**config.mk**
```make
export PLATFORM = sky130hd
export DESIGN_NAME = bso_front
export DESIGN_NICKNAME = d
export VERILOG_FILES = /design/src/rtl/bso_pkg.sv /design/src/rtl/bso_front.sv
export SDC_FILE = /design/constraint.sdc
export NUM_CORES = 1
export LEC_CHECK = 0
export ABC_AREA = 1
export BUFFER_PORTS_ARGS = -buffer_cell sky130_fd_sc_hd__buf_2
export CAP_MARGIN = 20
export CORE_AREA = 2 2 122 124
export DETAILED_ROUTE_END_ITERATION = 8
export DIE_AREA = 0 0 124 126
export PLACE_DENSITY = 0.86
export SLEW_MARGIN = 20
export SYNTH_ARGS = -nofsm -noshare
export SYNTH_HDL_FRONTEND = slang
export SYNTH_SLANG_ARGS = --single-unit
```
**constraint.sdc**
```tcl
create_clock -name clk -period 5.7 [get_ports clk]
set_input_delay 0.57 -clock clk [delete_from_list [all_inputs] [get_ports clk]]
set_output_delay 0.57 -clock clk [all_outputs]
set_load 0.01 [all_outputs]
```
**src/rtl/bso_pkg.sv**
```systemverilog
package bso_pkg;

  localparam int TABLE_SIZE_DEF = 1002;

  localparam int FREQ_W     = 33;
  localparam int FRAC_W     = 12;
  localparam int PHASE_W    = 32;
  localparam int SAMPLE_W   = 18;
  localparam int ROM_W      = 16;
  localparam int STEP_W     = 24;
  localparam int BAND_W     = 20;
  localparam int MAG_W      = 20;
  localparam int D_W        = MAG_W + 7;          // 100 * mag
  localparam int KB_W       = BAND_W + 6;         // 33 * band
  localparam int A_W        = PHASE_W + KB_W - 1; // |p| * 33 * band < 2^57
  localparam int LO_W       = 29;                 // low split of a for the 2H product
  localparam int CFG_IDX_W  = 2;
  localparam int CFG_DATA_W = 24;
  localparam int QUEUE_DEPTH = 2;

  localparam logic [CFG_IDX_W-1:0] REG_STEP_PER_HZ = 2'd0;
  localparam logic [CFG_IDX_W-1:0] REG_BAND_HZ     = 2'd1;

  localparam logic [STEP_W-1:0] STEP_RESET = 24'd97391;
  localparam logic [BAND_W-1:0] BAND_RESET = 20'd22000;
  localparam logic [MAG_W-1:0]  MAG_MAX    = 20'd999999;

  localparam logic OP_SAMPLE    = 1'b0;
  localparam logic OP_SET_PHASE = 1'b1;

  localparam longint Q30_ONE = 64'sd1073741824;
  localparam longint PI_Q30  = 64'sd3373259426;

  typedef struct packed {
    logic                     op;
    logic signed [FREQ_W-1:0] freq;
    logic [MAG_W-1:0]         mag;
    logic [PHASE_W-1:0]       phase_value;
  } item_t;

  typedef struct packed {
    logic  valid;
    item_t item;
  } q_head_t;

  typedef struct packed {
    logic                       wr;
    logic signed [SAMPLE_W-1:0] sample;
  } res_t;

  // cos(x) in Q30 for 0 <= x <= pi/2, Horner form of the degree-12 series
  function automatic longint cos_poly(input longint x);
    longint x2;
    longint term;
    x2   = (x * x) >>> 30;
    term = Q30_ONE;
    term = Q30_ONE - ((x2 * term) >>> 30) / 132;
    term = Q30_ONE - ((x2 * term) >>> 30) / 90;
    term = Q30_ONE - ((x2 * term) >>> 30) / 56;
    term = Q30_ONE - ((x2 * term) >>> 30) / 30;
    term = Q30_ONE - ((x2 * term) >>> 30) / 12;
    term = Q30_ONE - ((x2 * term) >>> 30) / 2;
    return term;
  endfunction

endpackage

```
**src/rtl/bso_front.sv**
```systemverilog
module bso_front (
  input  logic                              clk,
  input  logic                              rst_n,
  input  logic                              push,
  output logic                              full,
  input  logic                              in_req_type,
  input  logic signed [bso_pkg::FREQ_W-1:0] in_freq,
  input  logic [bso_pkg::PHASE_W-1:0]       in_phase_value,
  output bso_pkg::q_head_t                  head_o,
  input  logic                              pop_i
);

  localparam int DEPTH = bso_pkg::QUEUE_DEPTH;
  localparam int PW    = (DEPTH > 1) ? $clog2(DEPTH) : 1;
  localparam int CW    = $clog2(DEPTH + 1);
  localparam int MRW   = bso_pkg::FREQ_W + 1 - bso_pkg::FRAC_W;

  bso_pkg::item_t slot_r [DEPTH];
  logic [PW-1:0]  wr_ptr_r;
  logic [PW-1:0]  rd_ptr_r;
  logic [CW-1:0]  cnt_r;

  logic                            push_ok;
  logic                            pop_ok;
  logic signed [bso_pkg::FREQ_W:0] freq_x;
  logic [bso_pkg::FREQ_W:0]        freq_abs;
  logic [MRW-1:0]                  mag_raw;
  logic [bso_pkg::MAG_W-1:0]       mag;
  bso_pkg::item_t                  item_in;

  assign full    = (cnt_r == CW'(DEPTH));
  assign push_ok = push && !full;
  assign pop_ok  = pop_i && (cnt_r != '0);

  // classify: decode the request and clamp |freq| to whole Hz in 1..999999
  always_comb begin
    freq_x   = {in_freq[bso_pkg::FREQ_W-1], in_freq};
    freq_abs = freq_x[bso_pkg::FREQ_W] ? -freq_x : freq_x;
    mag_raw  = freq_abs[bso_pkg::FREQ_W:bso_pkg::FRAC_W];
    if (mag_raw > MRW'(bso_pkg::MAG_MAX)) begin
      mag = bso_pkg::MAG_MAX;
    end else if (mag_raw == '0) begin
      mag = bso_pkg::MAG_W'(1);
    end else begin
      mag = mag_raw[bso_pkg::MAG_W-1:0];
    end
    item_in.op          = in_req_type ? bso_pkg::OP_SET_PHASE : bso_pkg::OP_SAMPLE;
    item_in.freq        = in_freq;
    item_in.mag         = mag;
    item_in.phase_value = in_phase_value;
  end

  always_ff @(posedge clk) begin
    if (push_ok) begin
      slot_r[wr_ptr_r] <= item_in;
    end
  end

  always_ff @(posedge clk) begin
    if (!rst_n) begin
      wr_ptr_r <= '0;
      rd_ptr_r <= '0;
      cnt_r    <= '0;
    end else begin
      if (push_ok) begin
        wr_ptr_r <= (wr_ptr_r == PW'(DEPTH - 1)) ? '0 : wr_ptr_r + 1'b1;
      end
      if (pop_ok) begin
        rd_ptr_r <= (rd_ptr_r == PW'(DEPTH - 1)) ? '0 : rd_ptr_r + 1'b1;
      end
      if (push_ok && !pop_ok) begin
        cnt_r <= cnt_r + 1'b1;
      end else if (pop_ok && !push_ok) begin
        cnt_r <= cnt_r - 1'b1;
      end
    end
  end

  assign head_o.valid = (cnt_r != '0);
  assign head_o.item  = slot_r[rd_ptr_r];

endmodule

```
==> impl_results.md <==
* Final Slew Violations at 0
* #FFs+latches synth at 177
* Post-Syn Instances at 584
* Syn avg cell area at 13.21 um^2
* Syn Nets at between 600 and 700
* Commonest non-fill, non-tap cell in the layout: edfxtp_1
* Initial antenna violation count at 0
* Util after Layout at 65.03%
* Delay-heaviest family, CP: simple AND/OR/NAND/NOR gates
* Critical path class: reg2reg
* CP cell instances: inv_1 -> o21ai_0 -> nor2_4 -> buf_4
* Power per standard cell area at 397.4 nW/um^2
* Avg WL per Cell at around 17 um
* RSZ-0062 raised after global routing: no
* Worst EP required at ~5.8 ns
* Antenna Nets Post-Route at 0
* Unique masters post-synth at 23
* Most frequent cells in the layout: edfxtp_1, buf_2, nand2_1
* Sequential power share at between 40% and 50%
* Yosys warnings at 0
* Hold-fix buffers at CTS at 0
* Worst path slowest cell: nor2_4
* Total track usage at between 20% and 30%
* Number of buffers added for setup after CTS at 0
* Final worst slack at approximately 3 ns
* Post-Route WL at around 16 mm
* # H-tree levels at 4
* DR pass1 iterations at 4
* Final worst path period need at approximately 2.8 ns
* Sequential element share of the synthesized area at 68.25%
* Largest net degree at the start of global routing at 88
* Std-Cell Rows at 44
* Core Area at roughly 14,000 um^2
* Maxcap violations at 0
* Die height at 126 um
* Total negative slack at 0 ns
* CTS root buf: clkbuf_16
* Vias per cell at ~5.2
* Share of cells above drive strength 1 at between 40% and 50%
* Ratio of final minimum period to clock period at between 40% and 50%
* PortBufs at between 150 and 200
* TritonCTS Sinks at around 180
* CTS tree: done
* Global-route wire length before repair at around 24 mm
* Arr. time, crit path at 2.81 ns
* CTS resizes at 0
* Worst-Margin Slew at around 1.0 ns
* Peak VDD IR at around 0.00017 V
* Run status: complete, no violations
* Sw Pwr at just over 1000 uW
* Leak at approximately 0.0036 uW
* Cell Count, Final, Fillers Out at about 950
* GRT overflow at 0
* Clock power share at roughly 31%
* Max Buffers Root-to-Sink at 2
* Slew headroom at between 30% and 40%
* Ant. Diodes at 0
* Via count at about 4,900
* Final count of negative-setup-slack endpoints at 0
* Die ar. at between 15,000 and 20,000 um^2
* Max Freq at 0.3626 GHz
* Comb power frac at about 22%
* DP HPWL at around 11 mm
* Die Wd at ~120 um
* Worst Setup End Kind: flop
* Remaining routing DRC violations at 0
* Number of global-route vias before repair at ~5,000
* IO Count at between 150 and 200
* First DRT Iteration DRCs at approximately 380
* WP buf/inv at 2
* Pint at about 2700 uW
* Sw Share at about 28%
* Worst slack at placement at 2.730 ns
* Final #Nets at between 800 and 900
* Hold crit path type: in2reg
* Starting Density at between 50% and 60%
* Area Overhead vs Synth at 20.65%
* Slowest stage delay, CP at about 0.89 ns
* Critical path fanouts, max at 51
* Num CTS Buffers at 17
* Crit start category: flop
* Final Hold Viols at 0
* Synthesized area at 7715 um^2
* Clock-pin slew on the worst setup and hold paths at around 0.07 ns
* Worst Skew at 0.007174 ns
* Dpl cells at 912
* RePlAce Congestion at between 0.8 and 0.9
* Clock insertion delay at the later pin of the skew report at 0.42 ns
[registers in the layout, summed over array words and instances (netlist names), named ones only]
name      flops
cnt_r         2
rd_ptr_r      1
slot_r      172
wr_ptr_r      1
[layout make-up]
type                    count  area [um^2]
flip-flops and latches    177         5269
fillers                  1065         5006
multi-input cells         345         2216
repair buffers            160        824.5
clock buffers              19        442.9
well taps                 184        230.2
inverters                  47        176.4
clock inverters            13        148.9
[worst register-to-register path: stages, from the launching register on]
cell and delay, ns:
dfxtp_1 0.32, inv_1 0.15, o21ai_0 0.29, nor2_4 0.89
buf_4 0.69
[cell usage after synthesis (all sizes together)]
master	number	area share (%)
a21oi	5	0.32
buf	13	0.84
clkbuf	2	0.097
clkinv	1	0.049
dfxtp	5	1.3
edfxtp	172	67
ha	1	0.16
inv	46	2.2
mux2	86	13
nand2	122	6.7
nand3	36	2.6
nand3b	7	0.68
nand4	6	0.49
nor2	73	4.4
o21ai	9	0.58
[stage by stage]
| stage | hold slack, ns | power (uW) | area, um^2 |
|---|---|---|---|
| 6_report | 0.3325 | 3699 | 9308 |
| 5_1_grt | 0.3095 | 3870 | 9308 |
| 4_1_cts | 0.3164 | 3729 | 9284 |
| 3_5_place_dp | 0.4656 | 2574 | 8692 |
| 3_3_place_gp | 0.4471 | 2541 | 8692 |
| 2_1_floorplan | 0.4474 | 2268 | 7715 |
[layer usage]
layer  global-route usage (%)  share of wire, %  up-vias
met5                        0                 0        -
met4                    6.675               1.7        0
met3                    5.978               7.1       22
met2                    33.65                49      189
met1                    26.63                42     2350
li1                         -                 -     2375
[path summary, 6_finish.rpt]
check | startpoint | to | slack [ns] | cells past startpoint
setup reg to reg | cnt_r[1]$_SDFFE_PN0P_ | slot_r[0][79]$_DFFE_PP_ | 2.94 | 4
setup / recovery | cnt_r[1]$_SDFFE_PN0P_ | slot_r[0][79]$_DFFE_PP_ | 2.94 | 4
hold reg to reg | rd_ptr_r$_SDFFE_PN0P_ | flop | 0.47 | 2
hold / removal | in_phase_value[6] | slot_r[0][6]$_DFFE_PP_ | 0.33 | 1
[power groups by stage]
stage / logic (uW) / clock network (uW) / registers (uW)
5_1_grt: 897 / 1230 / 1750
2_1_floorplan: 540 / 0 / 1730
3_3_place_gp: 765 / 0 / 1780
3_5_place_dp: 784 / 0 / 1790
4_1_cts: 792 / 1170 / 1770
6_report: 819 / 1150 / 1730
[logic make-up after synthesis]
kind of cell	count (synthesis)	synth area share, %
fa+ha+maj	1	0.1622
mux	86	12.55
buf+inv	62	3.227
simple gates	244	14.90
flops	177	68.25
compound gates	14	0.9081
Power figures use the tool's default switching activity.
